==> src/hdl/kdq_pkg.sv <==
// kdq_pkg: shared types and constants for the keyed descriptor queue
// no dependencies; imported by the interfaces and every module of the block
package kdq_pkg;

    localparam int QUEUE_DEPTH = 16;
    localparam int SLOT_W      = $clog2(QUEUE_DEPTH);
    localparam int CNT_W       = $clog2(QUEUE_DEPTH + 1);
    localparam int HANDLE_W    = 4;
    localparam int TOTAL_W     = 5;
    localparam int WORD_W      = 32;

    typedef enum logic [1:0] {
        OP_PUSH  = 2'd0,
        OP_POP   = 2'd1,
        OP_FIND  = 2'd2,
        OP_ERASE = 2'd3
    } op_t;

    typedef enum logic [1:0] {
        STS_OK        = 2'd0,
        STS_EMPTY     = 2'd1,
        STS_FULL      = 2'd2,
        STS_NOT_FOUND = 2'd3
    } status_t;

    typedef struct packed {
        op_t                        req_type;
        logic signed [WORD_W-1:0]   key;
        logic signed [WORD_W-1:0]   desc_a;
        logic        [WORD_W-1:0]   size_a;
        logic signed [WORD_W-1:0]   desc_b;
        logic        [WORD_W-1:0]   size_b;
        logic        [HANDLE_W-1:0] target_slot;
    } req_t;

    typedef struct packed {
        status_t                    status;
        logic                       is_empty;
        logic        [TOTAL_W-1:0]  entry_total;
        logic        [HANDLE_W-1:0] slot_handle;
        logic signed [WORD_W-1:0]   out_key;
        logic signed [WORD_W-1:0]   out_desc_a;
        logic        [WORD_W-1:0]   out_size_a;
        logic signed [WORD_W-1:0]   out_desc_b;
        logic        [WORD_W-1:0]   out_size_b;
    } rsp_t;

    typedef struct packed {
        logic [WORD_W-1:0] key;
        logic [WORD_W-1:0] desc_a;
        logic [WORD_W-1:0] size_a;
        logic [WORD_W-1:0] desc_b;
        logic [WORD_W-1:0] size_b;
    } entry_t;

    // controller to datapath
    typedef struct packed {
        logic    load;
        logic    push_commit;
        logic    pop_commit;
        logic    walk_advance;
        logic    erase_commit;
        logic    find_hit;
        logic    set_status;
        status_t status_code;
        logic    rd_issue;
    } cmd_t;

    // datapath to controller
    typedef struct packed {
        op_t  op;
        logic full;
        logic empty;
        logic key_hit;
        logic slot_hit;
        logic walk_end;
        logic target_live;
    } sts_t;

    typedef enum logic [2:0] {
        S_IDLE,
        S_EXEC,
        S_WALK,
        S_READ,
        S_RESP
    } state_t;

endpackage

==> src/hdl/kdq_ifs.sv <==
// kdq_req_if / kdq_rsp_if: valid-ready channels for requests and results
// depends on kdq_pkg for the payload types
interface kdq_req_if import kdq_pkg::*; ();
    logic valid;
    logic ready;
    req_t data;

    modport source (output valid, output data, input ready);
    modport sink (input valid, input data, output ready);
endinterface

interface kdq_rsp_if import kdq_pkg::*; ();
    logic valid;
    logic ready;
    rsp_t data;

    modport source (output valid, output data, input ready);
    modport sink (input valid, input data, output ready);
endinterface

==> src/hdl/kdq_ctrl.sv <==
// kdq_ctrl: sequencer for push, pop, find and erase
// depends on kdq_pkg; drives commands into kdq_dpath and reads its status
module kdq_ctrl import kdq_pkg::*;
(
    input  logic clk,
    input  logic rst_n,
    input  logic req_valid,
    output logic req_ready,
    output logic rsp_valid,
    input  logic rsp_ready,
    input  sts_t sts,
    output cmd_t cmd
);

    state_t state_reg;
    state_t state_next;

    logic walk_stop;

    assign walk_stop = (sts.op == OP_FIND && sts.key_hit) ||
                       (sts.op == OP_ERASE && sts.slot_hit);

    always_ff @(posedge clk or negedge rst_n)
    begin
        if (!rst_n)
        begin
            state_reg <= S_IDLE;
        end
        else
        begin
            state_reg <= state_next;
        end
    end

    always_comb
    begin
        state_next = state_reg;
        unique case (state_reg)
            S_IDLE:
            begin
                if (req_valid)
                begin
                    state_next = S_EXEC;
                end
            end
            S_EXEC:
            begin
                case (sts.op)
                    OP_FIND:  state_next = S_WALK;
                    OP_ERASE: state_next = sts.target_live ? S_WALK : S_READ;
                    default:  state_next = S_READ;
                endcase
            end
            S_WALK:
            begin
                if (sts.walk_end || walk_stop)
                begin
                    state_next = S_READ;
                end
            end
            S_READ:
            begin
                state_next = S_RESP;
            end
            S_RESP:
            begin
                if (rsp_ready)
                begin
                    state_next = S_IDLE;
                end
            end
            default:
            begin
                state_next = S_IDLE;
            end
        endcase
    end

    always_comb
    begin
        cmd         = '0;
        req_ready   = 1'b0;
        rsp_valid   = 1'b0;
        unique case (state_reg)
            S_IDLE:
            begin
                req_ready = 1'b1;
                cmd.load  = req_valid;
            end
            S_EXEC:
            begin
                case (sts.op)
                    OP_PUSH:
                    begin
                        if (sts.full)
                        begin
                            cmd.set_status  = 1'b1;
                            cmd.status_code = STS_FULL;
                        end
                        else
                        begin
                            cmd.push_commit = 1'b1;
                        end
                    end
                    OP_POP:
                    begin
                        if (sts.empty)
                        begin
                            cmd.set_status  = 1'b1;
                            cmd.status_code = STS_EMPTY;
                        end
                        else
                        begin
                            cmd.pop_commit = 1'b1;
                        end
                    end
                    OP_ERASE:
                    begin
                        if (!sts.target_live)
                        begin
                            cmd.set_status  = 1'b1;
                            cmd.status_code = STS_NOT_FOUND;
                        end
                    end
                    default:
                    begin
                    end
                endcase
            end
            S_WALK:
            begin
                if (sts.walk_end)
                begin
                    cmd.set_status  = 1'b1;
                    cmd.status_code = STS_NOT_FOUND;
                end
                else if (sts.op == OP_FIND && sts.key_hit)
                begin
                    cmd.find_hit = 1'b1;
                end
                else if (sts.op == OP_ERASE && sts.slot_hit)
                begin
                    cmd.erase_commit = 1'b1;
                end
                else
                begin
                    cmd.walk_advance = 1'b1;
                end
            end
            S_READ:
            begin
                cmd.rd_issue = 1'b1;
            end
            S_RESP:
            begin
                rsp_valid = 1'b1;
            end
            default:
            begin
            end
        endcase
    end

endmodule

==> src/hdl/kdq_dpath.sv <==
// kdq_dpath: slot storage, link chain, free-slot pick, walk pointer, result regs
// depends on kdq_pkg; sequenced by kdq_ctrl through cmd_t
module kdq_dpath import kdq_pkg::*;
(
    input  logic clk,
    input  logic rst_n,
    input  req_t req_data,
    input  cmd_t cmd,
    output sts_t sts,
    output rsp_t rsp_data
);

    // storage, no reset: data from slots not in use is never reported
    entry_t            mem [QUEUE_DEPTH];
    logic [WORD_W-1:0] key_tag [QUEUE_DEPTH];
    logic [SLOT_W-1:0] link_reg [QUEUE_DEPTH];

    req_t              req_reg;
    entry_t            mem_q_reg;
    status_t           status_reg;
    logic              have_reg;
    logic [SLOT_W-1:0] rep_reg;
    logic [SLOT_W-1:0] cur_reg;
    logic [SLOT_W-1:0] prev_reg;
    logic [CNT_W-1:0]  idx_reg;

    logic [SLOT_W-1:0]      head_reg, head_next;
    logic [SLOT_W-1:0]      tail_reg, tail_next;
    logic [CNT_W-1:0]       count_reg, count_next;
    logic [QUEUE_DEPTH-1:0] in_use_reg, in_use_next;

    logic [SLOT_W-1:0] free_slot;
    logic [SLOT_W-1:0] link_cur;
    logic [SLOT_W-1:0] tgt;
    logic              tgt_in_range;
    logic              link_we;
    logic [SLOT_W-1:0] link_waddr;
    logic [SLOT_W-1:0] link_wdata;
    logic [SLOT_W-1:0] rd_addr;
    entry_t            wr_entry;

    // lowest free slot
    always_comb
    begin
        free_slot = '0;
        for (int i = QUEUE_DEPTH - 1; i >= 0; i--)
        begin
            if (!in_use_reg[i])
            begin
                free_slot = SLOT_W'(i);
            end
        end
    end

    assign link_cur     = link_reg[cur_reg];
    assign tgt          = SLOT_W'(req_reg.target_slot);
    assign tgt_in_range = 32'(req_reg.target_slot) < 32'(QUEUE_DEPTH);

    assign sts.op          = req_reg.req_type;
    assign sts.full        = count_reg == CNT_W'(QUEUE_DEPTH);
    assign sts.empty       = count_reg == '0;
    assign sts.key_hit     = key_tag[cur_reg] == $unsigned(req_reg.key);
    assign sts.slot_hit    = cur_reg == tgt;
    assign sts.walk_end    = idx_reg >= count_reg;
    assign sts.target_live = tgt_in_range && in_use_reg[tgt] && (count_reg != '0);

    assign wr_entry.key    = $unsigned(req_reg.key);
    assign wr_entry.desc_a = $unsigned(req_reg.desc_a);
    assign wr_entry.size_a = req_reg.size_a;
    assign wr_entry.desc_b = $unsigned(req_reg.desc_b);
    assign wr_entry.size_b = req_reg.size_b;

    assign rd_addr = (req_reg.req_type == OP_FIND) ? rep_reg : head_reg;

    always_comb
    begin
        head_next   = head_reg;
        tail_next   = tail_reg;
        count_next  = count_reg;
        in_use_next = in_use_reg;
        link_we     = 1'b0;
        link_waddr  = tail_reg;
        link_wdata  = free_slot;
        if (cmd.push_commit)
        begin
            in_use_next[free_slot] = 1'b1;
            count_next             = count_reg + CNT_W'(1);
            tail_next              = free_slot;
            if (count_reg == '0)
            begin
                head_next = free_slot;
            end
            else
            begin
                link_we = 1'b1;
            end
        end
        else if (cmd.pop_commit)
        begin
            // walk pointer was loaded with the head
            in_use_next[head_reg] = 1'b0;
            count_next            = count_reg - CNT_W'(1);
            head_next             = link_cur;
        end
        else if (cmd.erase_commit)
        begin
            in_use_next[tgt] = 1'b0;
            count_next       = count_reg - CNT_W'(1);
            if (idx_reg == '0)
            begin
                head_next = link_cur;
            end
            else
            begin
                link_we    = 1'b1;
                link_waddr = prev_reg;
                link_wdata = link_cur;
                if (tgt == tail_reg)
                begin
                    tail_next = prev_reg;
                end
            end
        end
        if (count_next == '0)
        begin
            head_next = '0;
            tail_next = '0;
        end
    end

    always_ff @(posedge clk or negedge rst_n)
    begin
        if (!rst_n)
        begin
            head_reg   <= '0;
            tail_reg   <= '0;
            count_reg  <= '0;
            in_use_reg <= '0;
            status_reg <= STS_OK;
            have_reg   <= 1'b0;
            rep_reg    <= '0;
            cur_reg    <= '0;
            prev_reg   <= '0;
            idx_reg    <= '0;
        end
        else
        begin
            head_reg   <= head_next;
            tail_reg   <= tail_next;
            count_reg  <= count_next;
            in_use_reg <= in_use_next;
            if (cmd.load)
            begin
                cur_reg    <= head_reg;
                prev_reg   <= head_reg;
                idx_reg    <= '0;
                status_reg <= STS_OK;
                have_reg   <= 1'b0;
            end
            if (cmd.walk_advance)
            begin
                prev_reg <= cur_reg;
                cur_reg  <= link_cur;
                idx_reg  <= idx_reg + CNT_W'(1);
            end
            if (cmd.set_status)
            begin
                status_reg <= cmd.status_code;
            end
            if (cmd.find_hit)
            begin
                have_reg <= 1'b1;
                rep_reg  <= cur_reg;
            end
            // every op but find reports the head left behind
            if (cmd.rd_issue && req_reg.req_type != OP_FIND)
            begin
                have_reg <= count_reg != '0;
                rep_reg  <= head_reg;
            end
        end
    end

    always_ff @(posedge clk)
    begin
        if (cmd.load)
        begin
            req_reg <= req_data;
        end
        if (cmd.push_commit)
        begin
            mem[free_slot]     <= wr_entry;
            key_tag[free_slot] <= wr_entry.key;
        end
        if (link_we)
        begin
            link_reg[link_waddr] <= link_wdata;
        end
        if (cmd.rd_issue)
        begin
            mem_q_reg <= mem[rd_addr];
        end
    end

    assign rsp_data.status      = status_reg;
    assign rsp_data.is_empty    = count_reg == '0;
    assign rsp_data.entry_total = TOTAL_W'(count_reg);
    assign rsp_data.slot_handle = have_reg ? HANDLE_W'(rep_reg) : '0;
    assign rsp_data.out_key     = have_reg ? $signed(mem_q_reg.key) : '0;
    assign rsp_data.out_desc_a  = have_reg ? $signed(mem_q_reg.desc_a) : '0;
    assign rsp_data.out_size_a  = have_reg ? mem_q_reg.size_a : '0;
    assign rsp_data.out_desc_b  = have_reg ? $signed(mem_q_reg.desc_b) : '0;
    assign rsp_data.out_size_b  = have_reg ? mem_q_reg.size_b : '0;

endmodule

==> src/hdl/keyed_descriptor_queue_unit.sv <==
// keyed_descriptor_queue_unit: one request at a time; an accepted request passes through
// exec, then a walk along the link chain for find and for an erase of a live target slot,
// then read and response; push and pop go straight from exec to read
// next request is taken the cycle after the result beat is taken
// reset: queue empty, head/tail/count cleared; entry storage is left as is, no clear pass
// depends on kdq_pkg, kdq_ifs, kdq_ctrl, kdq_dpath
module keyed_descriptor_queue_unit import kdq_pkg::*;
(
    input  logic            clk,
    input  logic            rst_n,
    kdq_req_if.sink         req,
    kdq_rsp_if.source       rsp
);

    cmd_t cmd;
    sts_t sts;

    kdq_ctrl u_ctrl (
        .clk       (clk),
        .rst_n     (rst_n),
        .req_valid (req.valid),
        .req_ready (req.ready),
        .rsp_valid (rsp.valid),
        .rsp_ready (rsp.ready),
        .sts       (sts),
        .cmd       (cmd)
    );

    kdq_dpath u_dpath (
        .clk      (clk),
        .rst_n    (rst_n),
        .req_data (req.data),
        .cmd      (cmd),
        .sts      (sts),
        .rsp_data (rsp.data)
    );

    // a push only commits when there is room
    a_push_room: assert property (@(posedge clk) disable iff (!rst_n)
        cmd.push_commit |-> !sts.full)
        else $error("push committed into a full queue");

    // a pop only commits on a non-empty queue
    a_pop_live: assert property (@(posedge clk) disable iff (!rst_n)
        cmd.pop_commit |-> !sts.empty)
        else $error("pop committed on an empty queue");

    // erase unlinks only the target slot found within the queued entries
    a_erase_hit: assert property (@(posedge clk) disable iff (!rst_n)
        cmd.erase_commit |-> sts.slot_hit && !sts.walk_end && sts.op == OP_ERASE)
        else $error("erase committed off target");

    // no new request while a result beat is pending
    a_one_at_a_time: assert property (@(posedge clk) disable iff (!rst_n)
        rsp.valid |-> !req.ready)
        else $error("request accepted while result pending");

endmodule
==> src/flat_wrapper.sv <==
// flat-port wrapper written by rule: the top's interface ports become plain ports
module keyed_descriptor_queue_unit_flat import kdq_pkg::*;
  (clk, rst_n, req_valid, req_data, req_ready, rsp_valid, rsp_data, rsp_ready);
  kdq_req_if req_i ();
  kdq_rsp_if rsp_i ();
  input  logic clk;
  input  logic rst_n;
  input wire logic [$bits(req_i.valid)-1:0] req_valid;
  input wire logic [$bits(req_i.data)-1:0] req_data;
  output wire logic [$bits(req_i.ready)-1:0] req_ready;
  output wire logic [$bits(rsp_i.valid)-1:0] rsp_valid;
  output wire logic [$bits(rsp_i.data)-1:0] rsp_data;
  input wire logic [$bits(rsp_i.ready)-1:0] rsp_ready;
  assign req_i.valid = req_valid;
  assign req_i.data = req_data;
  assign req_ready = req_i.ready;
  assign rsp_valid = rsp_i.valid;
  assign rsp_data = rsp_i.data;
  assign rsp_i.ready = rsp_ready;
  keyed_descriptor_queue_unit u_core (.clk(clk), .rst_n(rst_n), .req(req_i), .rsp(rsp_i));
endmodule
==> config.mk <==
export PLATFORM = sky130hd
export DESIGN_NAME = keyed_descriptor_queue_unit_flat
export DESIGN_NICKNAME = d
export VERILOG_FILES = /design/src/hdl/kdq_pkg.sv /design/src/hdl/kdq_ifs.sv /design/src/hdl/kdq_ctrl.sv /design/src/hdl/kdq_dpath.sv /design/src/hdl/keyed_descriptor_queue_unit.sv /design/src/flat_wrapper.sv
export SDC_FILE = /design/constraint.sdc
export NUM_CORES = 2
export LEC_CHECK = 0
export BUFFER_PORTS_ARGS = -buffer_cell sky130_fd_sc_hd__buf_2
export CORE_MARGIN = 2
export CORE_UTILIZATION = 37
export CTS_CLUSTER_SIZE = 10
export DETAILED_ROUTE_END_ITERATION = 16
export GPL_TIMING_DRIVEN = 0
export HOLD_SLACK_MARGIN = 0.15
export PLACE_DENSITY_LB_ADDON = 0.3
export SETUP_SLACK_MARGIN = 0.05
export SYNTH_ARGS = -nofsm -noshare
export SYNTH_HDL_FRONTEND = slang
export SYNTH_SLANG_ARGS = --single-unit
==> constraint.sdc <==
create_clock -name clk -period 9.7 [get_ports clk]
set_input_delay 1.455 -clock clk [delete_from_list [all_inputs] [get_ports clk]]
set_output_delay 1.455 -clock clk [all_outputs]
set_load 0.05 [all_outputs]
# Word level (Yosys, flattened, before mapping)

Memory sizes are Yosys's and may differ from the RTL's. A register that Yosys moved wholly into a read port is not among the register bits.
Index checks and enable logic that the tools add are counted.

Register bits: 218
Bits in writable memories: 3136
Bits of input ports: 170
Output and inout bits: 174
Word-level logic and storage cells: 185
Memories: 3

$add $sub $neg: 3
Order comparisons: 7
Equal/unequal tests: 18
Muxes and demuxes: 104
Bitwise gates (word level): 5
Reductions and logical operators: 27

Memories:

| name                    | words | width | read ports | clocked after Yosys merged registers in | write ports | line            | source |
|---|---|---|---|---|---|---|---|
| u_core.u_dpath.mem      | 16    | 160   | 1          | 1                                       | 1           | kdq_dpath.sv:14 | `entry_t mem [QUEUE_DEPTH];` |
| u_core.u_dpath.key_tag  | 16    | 32    | 1          | 0                                       | 1           | kdq_dpath.sv:15 | `logic [WORD_W-1:0] key_tag [QUEUE_DEPTH];` |
| u_core.u_dpath.link_reg | 16    | 4     | 1          | 0                                       | 1           | kdq_dpath.sv:16 | `logic [SLOT_W-1:0] link_reg [QUEUE_DEPTH];` |

Operator list:

| cell                                                       | count |
|---|---|
| two-way mux 4 bit                                          | 43 |
| two-way mux 32 bit                                         | 5 |
| two-way mux 16 bit                                         | 3 |
| AND 16 bit                                                 | 2 |
| == test 32 bit                                             | 1 |
| NOT 16 bit                                                 | 2 |
| two-way mux 1 bit                                          | 27 |
| two-way mux 3 bit                                          | 9 |
| two-way mux 5 bit                                          | 5 |
| OR 16 bit                                                  | 1 |
| zero test 5 bit                                            | 3 |
| less-than comparator 4 x 5 -> 1 bit, second input constant | 3 |
| case mux 3 bit (5 select lines)                            | 1 |
| demux 1 bit (select 4 bit)                                 | 3 |
| >= comparator 4 x 1 -> 1 bit, second input constant        | 3 |
| nonzero test 3 bit                                         | 4 |
| adder 5 x 1 -> 5 bit, second input constant                | 2 |
| case mux 3 bit (3 select lines)                            | 1 |
| == test 4 bit                                              | 2 |
| two-way mux 2 bit                                          | 4 |
| != test 2 bit, second input constant                       | 4 |
| nonzero test 4 bit                                         | 2 |
| logical AND 1 bit                                          | 7 |
| == test 3 x 2 -> 1 bit, second input constant              | 2 |
| other kinds (20)                                           | 25 |

# Longest topological paths before layout

Depth in word-level cells: 22
Depth in mapped cells: 15
Depth with buffers taken out: 11

# Cells and area by module

Synthesis repeated with hierarchy kept, for this count alone.

Cells, all modules: 5718
Area total of the unflattened synthesis: 118802.7 um^2

By module, submodules not included:

| module    | instances | cells each | area an instance (um^2) | sequential area each (um^2) |
|---|---|---|---|---|
| kdq_dpath | 1         | 5676       | 118421.1                | 89811.1 |
| kdq_ctrl  | 1         | 42         | 381.6                   | 75.1 |

# Worst setup path after synthesis

No wires, ideal clock.

Kind: flip-flop to flip-flop
Start point: register u_core.u_dpath.count_reg[0]
End point: memory u_core.u_dpath.key_tag[9][0], enable pin
Setup time: 683 ps
Data arrival time: 8931 ps
Required time: 9017 ps
Path slack: 86 ps
Cell stages (with the launch flop): 10
Path buffers: 1
Period minus slack after synthesis: 9614 ps
Cell sequence: dfrtp_1 -> inv_1 -> ha_1 -> nor4bb_1 -> nor2_1 -> nand2_1 -> clkbuf_1 -> nor3_1 -> nand2b_1 -> nor2_1

Word-level cells in the longest chain between the ends: 6

RTL lines:

| item                                    | line             | source |
|---|---|---|
| start, declared                         | kdq_dpath.sv:29  | `logic [CNT_W-1:0] count_reg, count_next;` |
| start signal, assigned                  | kdq_dpath.sv:150 | `count_reg <= count_next;` |
| == test 5 bit                           | kdq_dpath.sv:60  | `assign sts.full = count_reg == CNT_W'(QUEUE_DEPTH);` |
| two-way mux 1 bit                       | kdq_ctrl.sv:95   | `if (sts.full)` |
| two-way mux 1 bit                       | kdq_ctrl.sv:92   | `case (sts.op)` |
| two-way mux 2 bit                       | kdq_ctrl.sv:84   | `unique case (state_reg)` |
| two-way mux 1 bit                       | kdq_dpath.sv:190 | `if (cmd.push_commit)` |
| two-way mux 1 bit (not written as such) | kdq_dpath.sv:193 | `key_tag[free_slot] <= wr_entry.key;` |
| end, declared                           | kdq_dpath.sv:15  |  |

Every way passes these cells.

# Worst setup path in the final report

Start point: register u_core.u_dpath.req_reg, in the netlist u_core.u_dpath.sts[6]
End point: register u_core.u_dpath.mem_q_reg[143] (netlist name)

Word-level cells in the longest chain between the ends: 2

RTL lines:

| item                   | line             | source |
|---|---|---|
| start, declared        | kdq_dpath.sv:18  | `req_t req_reg;` |
| start signal, assigned | kdq_dpath.sv:188 | `req_reg <= req_data;` |
| == test 2 bit          | kdq_dpath.sv:73  | `assign rd_addr = (req_reg.req_type == OP_FIND) ? rep_reg : head_reg;` |
| two-way mux 4 bit      | kdq_dpath.sv:73  |  |

Every way passes these cells.
A chain may end at the register's enable or synchronous reset.

==> flow_metrics.tcl <==
set metrics [dict create \
    post_drt_wl_per_cell_um 31.3 \
    end_kind "flop" \
    crit_arrival_ns 7.57 \
    path_max_fanout 10 \
    drt_iter0_markers 8121 \
    grt_pass1_vias 64300 \
    gp_congestion 0.893 \
    reg2reg_from "u_core.u_dpath.sts[6]" \
    grt_use_total_pct 21.0 \
    die_area_um2 326000 \
    intPower_mw 27.6 \
    drc 0 \
    syn-cell-area_um2 119000 \
    ir_worst_vdd_uv 158 \
    cts_root_buffer "clkbuf_16" \
    grt_max_degree 79 \
    hp-class "flop to flop" \
    seq_area_um2 89900 \
    clock_latency_ns 0.92 \
    max_freq_mhz 143 \
    postCtsSetupRepairBufs 0 \
    layout.cells.non_filler 11100 \
    syn_to_final_growth_pct 17.0 \
    hold_path.startpoint "u_core.u_dpath.status_reg[1]" \
    cts_num_sinks 3002 \
    multi_input_area_um2 27500 \
    start_util_pct 37.1 \
    die_x_um 571 \
    synth_area_leaders "edfxtp_1 (74%), mux4_2 (14%), and2_1 (1.7%)" \
    fin_util_pct 43.4 \
    synth_fp_nets 5999 \
    synth.avg_cell_area_um2 20.4 \
    place_ws_ns 2.70 \
    cts_buffers 350 \
    dr_total_vias 62900 \
    synth_ff_type "edfxtp_1" \
    slew_headroom_pct 2.22 \
    setup_viol 0 \
    finalSetupTns_ns 0 \
    setup_ws_ns 2.70 \
    synth_edf_count 2950 \
    swShare_pct 34.8 \
    dp.cells 10600 \
    hold_violations 0 \
    cts_resized 0 \
    ys_ff_latch 3002 \
    pwr-share-comb_pct 33.6 \
    drive_gt1_share_pct 26.5 \
    power.share.clock_pct 27.3 \
    grt.overflow.total 0 \
    antenna_found_initial 27 \
    synth_most_common_cell "edfxtp_1" \
    seq_area_frac_synth_pct 75.6 \
    ioPinCount 344 \
    synthCells 5820 \
    yosysTopAreaCell "edfxtp_1" \
    p_leak_nw 44.4 \
    core_um2 321000 \
    post-route-period-util_pct 72.2 \
    ctsHtreeMaxLevel 5 \
    ys_top_cells_by_count "edfxtp_1 (2950), mux4_2 (755), nand2_1 (390)" \
    max-cap-violations 0 \
    viasPerCell 5.68 \
    netlist.area_leader.share_pct 74.5 \
    largest_reg_flops 2063 \
    p_sw_mw 14.7 \
    fp.dieH_um 571 \
    rsz0062_at_grt "no" \
    grt_pass1_wl_um 487000 \
    hpwl_um 229000 \
    startpoint_type "flop" \
    rows 208 \
    cp-startpoint "u_core.u_dpath.sts[6]" \
    fin_nets 6847 \
    path_clk_slew_ns 0.06 \
    postCtsHoldBufs 0 \
    synth_cell_types 76 \
    required_ns 10.27 \
    top_regs "u_core.u_dpath.mem (2063), u_core.u_dpath.key_tag (497)" \
    largest_register "u_core.u_dpath.mem" \
    slew_violations 0 \
    skew_ns 0.0496 \
    min_period_ns 7.00 \
    crit_type "flop to flop" \
    p_per_area_nw_per_um2 304 \
    ant_nets 0 \
    cts_buffer_depth 4 \
    status "finished clean" \
    synthArstFlopShare_pct 1.73 \
    drt_first_pass_iters 6 \
    portBuffers 343 \
    cts_tree "done" \
    ys_warn_count 0 \
    tightest_slew_ns 1.47 \
    wirelength_um 347000 \
    pwr-share-seq_pct 39.1 \
    fillerInstances 27700 \
]
layout by cell type, fill, tap and decap left out, types with 10 or more instances in the layout:
cell | synthesis | routed
a22oi_1 | 31 | 31
inv_1 | 35 | 34
a32oi_1 | 10 | 10
nand3_1 | 27 | 27
nor2_1 | 72 | 56
buf_6 | 8 | 10
buf_2 | 68 | 412
mux2_2 | 14 | 14
a221oi_1 | 11 | 11
buf_12 | 0 | 113
clkinv_1 | 0 | 14
buf_4 | 16 | 18
nor2_4 | 0 | 16
mux2i_1 | 124 | 122
dfrtp_1 | 52 | 52
o21ai_0 | 62 | 61
nand2_1 | 390 | 390
buf_16 | 0 | 36
a21oi_1 | 18 | 18
a211oi_1 | 168 | 168
clkbuf_2 | 0 | 18
buf_1 | 51 | 49
clkbuf_16 | 0 | 356
nor2b_1 | 11 | 11
clkbuf_1 | 206 | 251
nor3_1 | 22 | 22
mux4_2 | 755 | 755
xor2_1 | 13 | 13
xnor2_1 | 27 | 27
nand4_1 | 14 | 14
a31oi_1 | 173 | 173
edfxtp_1 | 2950 | 2950
a22o_1 | 11 | 11
and2_1 | 332 | 332
path summary, 6_finish.rpt:
path | to | slack, ns | depth (start not counted)
setup / recovery | u_core.u_dpath.mem_q_reg[143] | 2.70 | 12
hold / removal | u_core.u_dpath.status_reg[1] | 0.50 | 2
setup reg to reg | u_core.u_dpath.mem_q_reg[143] | 2.70 | 12
hold reg to reg | u_core.u_dpath.status_reg[1] | 0.50 | 2
max in group asynchronous | u_core.u_dpath.in_use_reg[3] | 8.59 | 1
min in group asynchronous | u_core.u_dpath.status_reg[1] | 0.61 | 1
metrics by stage:
stage | instance area [um2] | hold WS, ns | total power [mW]
global placement | 126000 | 0.485 | 31.0
CTS | 139000 | 0.502 | 42.6
finish | 139000 | 0.500 | 42.3
detailed placement | 130000 | 0.490 | 31.1
floorplan | 119000 | 0.497 | 25.5
global route | 139000 | 0.541 | 43.9
routing by layer:
layer  global-route usage, %  vias up  wire, um
met4                    7.71        4     13300
li1                        -    25700         -
met1                    29.2    33500    143000
met2                    32.8     3131    161000
met5                       0        -        28
met3                    4.27      592     29700
cells by family (layout without fill, tap and decap cells):
family / count (synthesis) / after routing / synth area share, %
buf+inv: 387 / 1345 / 1.39
mux: 894 / 894 / 15.5
xor+xnor: 40 / 40 / 0.294
compound gates: 563 / 563 / 3.29
other cells: 0 / 5 / 0
flops: 3002 / 3002 / 75.6
fa+ha+maj: 9 / 9 / 0.0947
simple gates: 925 / 925 / 3.89
layout make-up:
type	count	area share [%]
flip-flops and latches	3002	64.6
clock inverters	42	0.308
plain buffers	349	1.11
clock buffers	420	6.58
diodes	5	0.00899
well taps	4305	3.87
inverters	38	0.108
repair buffers	496	3.61
multi-input cells	2431	19.8
worst max-delay path, stage by stage (launching register included):
cell      delay, ns
edfxtp_1       0.32
clkbuf_1       0.41
nand2b_1       0.18
buf_2          0.35
mux2i_1        0.27
clkbuf_1       0.98
clkbuf_1       0.98
clkbuf_2       0.63
buf_16         0.23
buf_1          0.98
mux4_2         0.39
nand2_1        0.06
a31oi_1        0.81
power by group through the flow:
| stage | logic, mW | registers [mW] | clock network (mW) |
|---|---|---|---|
| finish | 14.2 | 16.5 | 11.5 |
| global route | 15.0 | 16.6 | 12.2 |
| CTS | 14.3 | 16.5 | 11.8 |
| detailed placement | 14.3 | 16.8 | 0 |
| global placement | 14.0 | 17.0 | 0 |
| floorplan | 8.89 | 16.6 | 0 |
(Power assumes the default switching activity.)
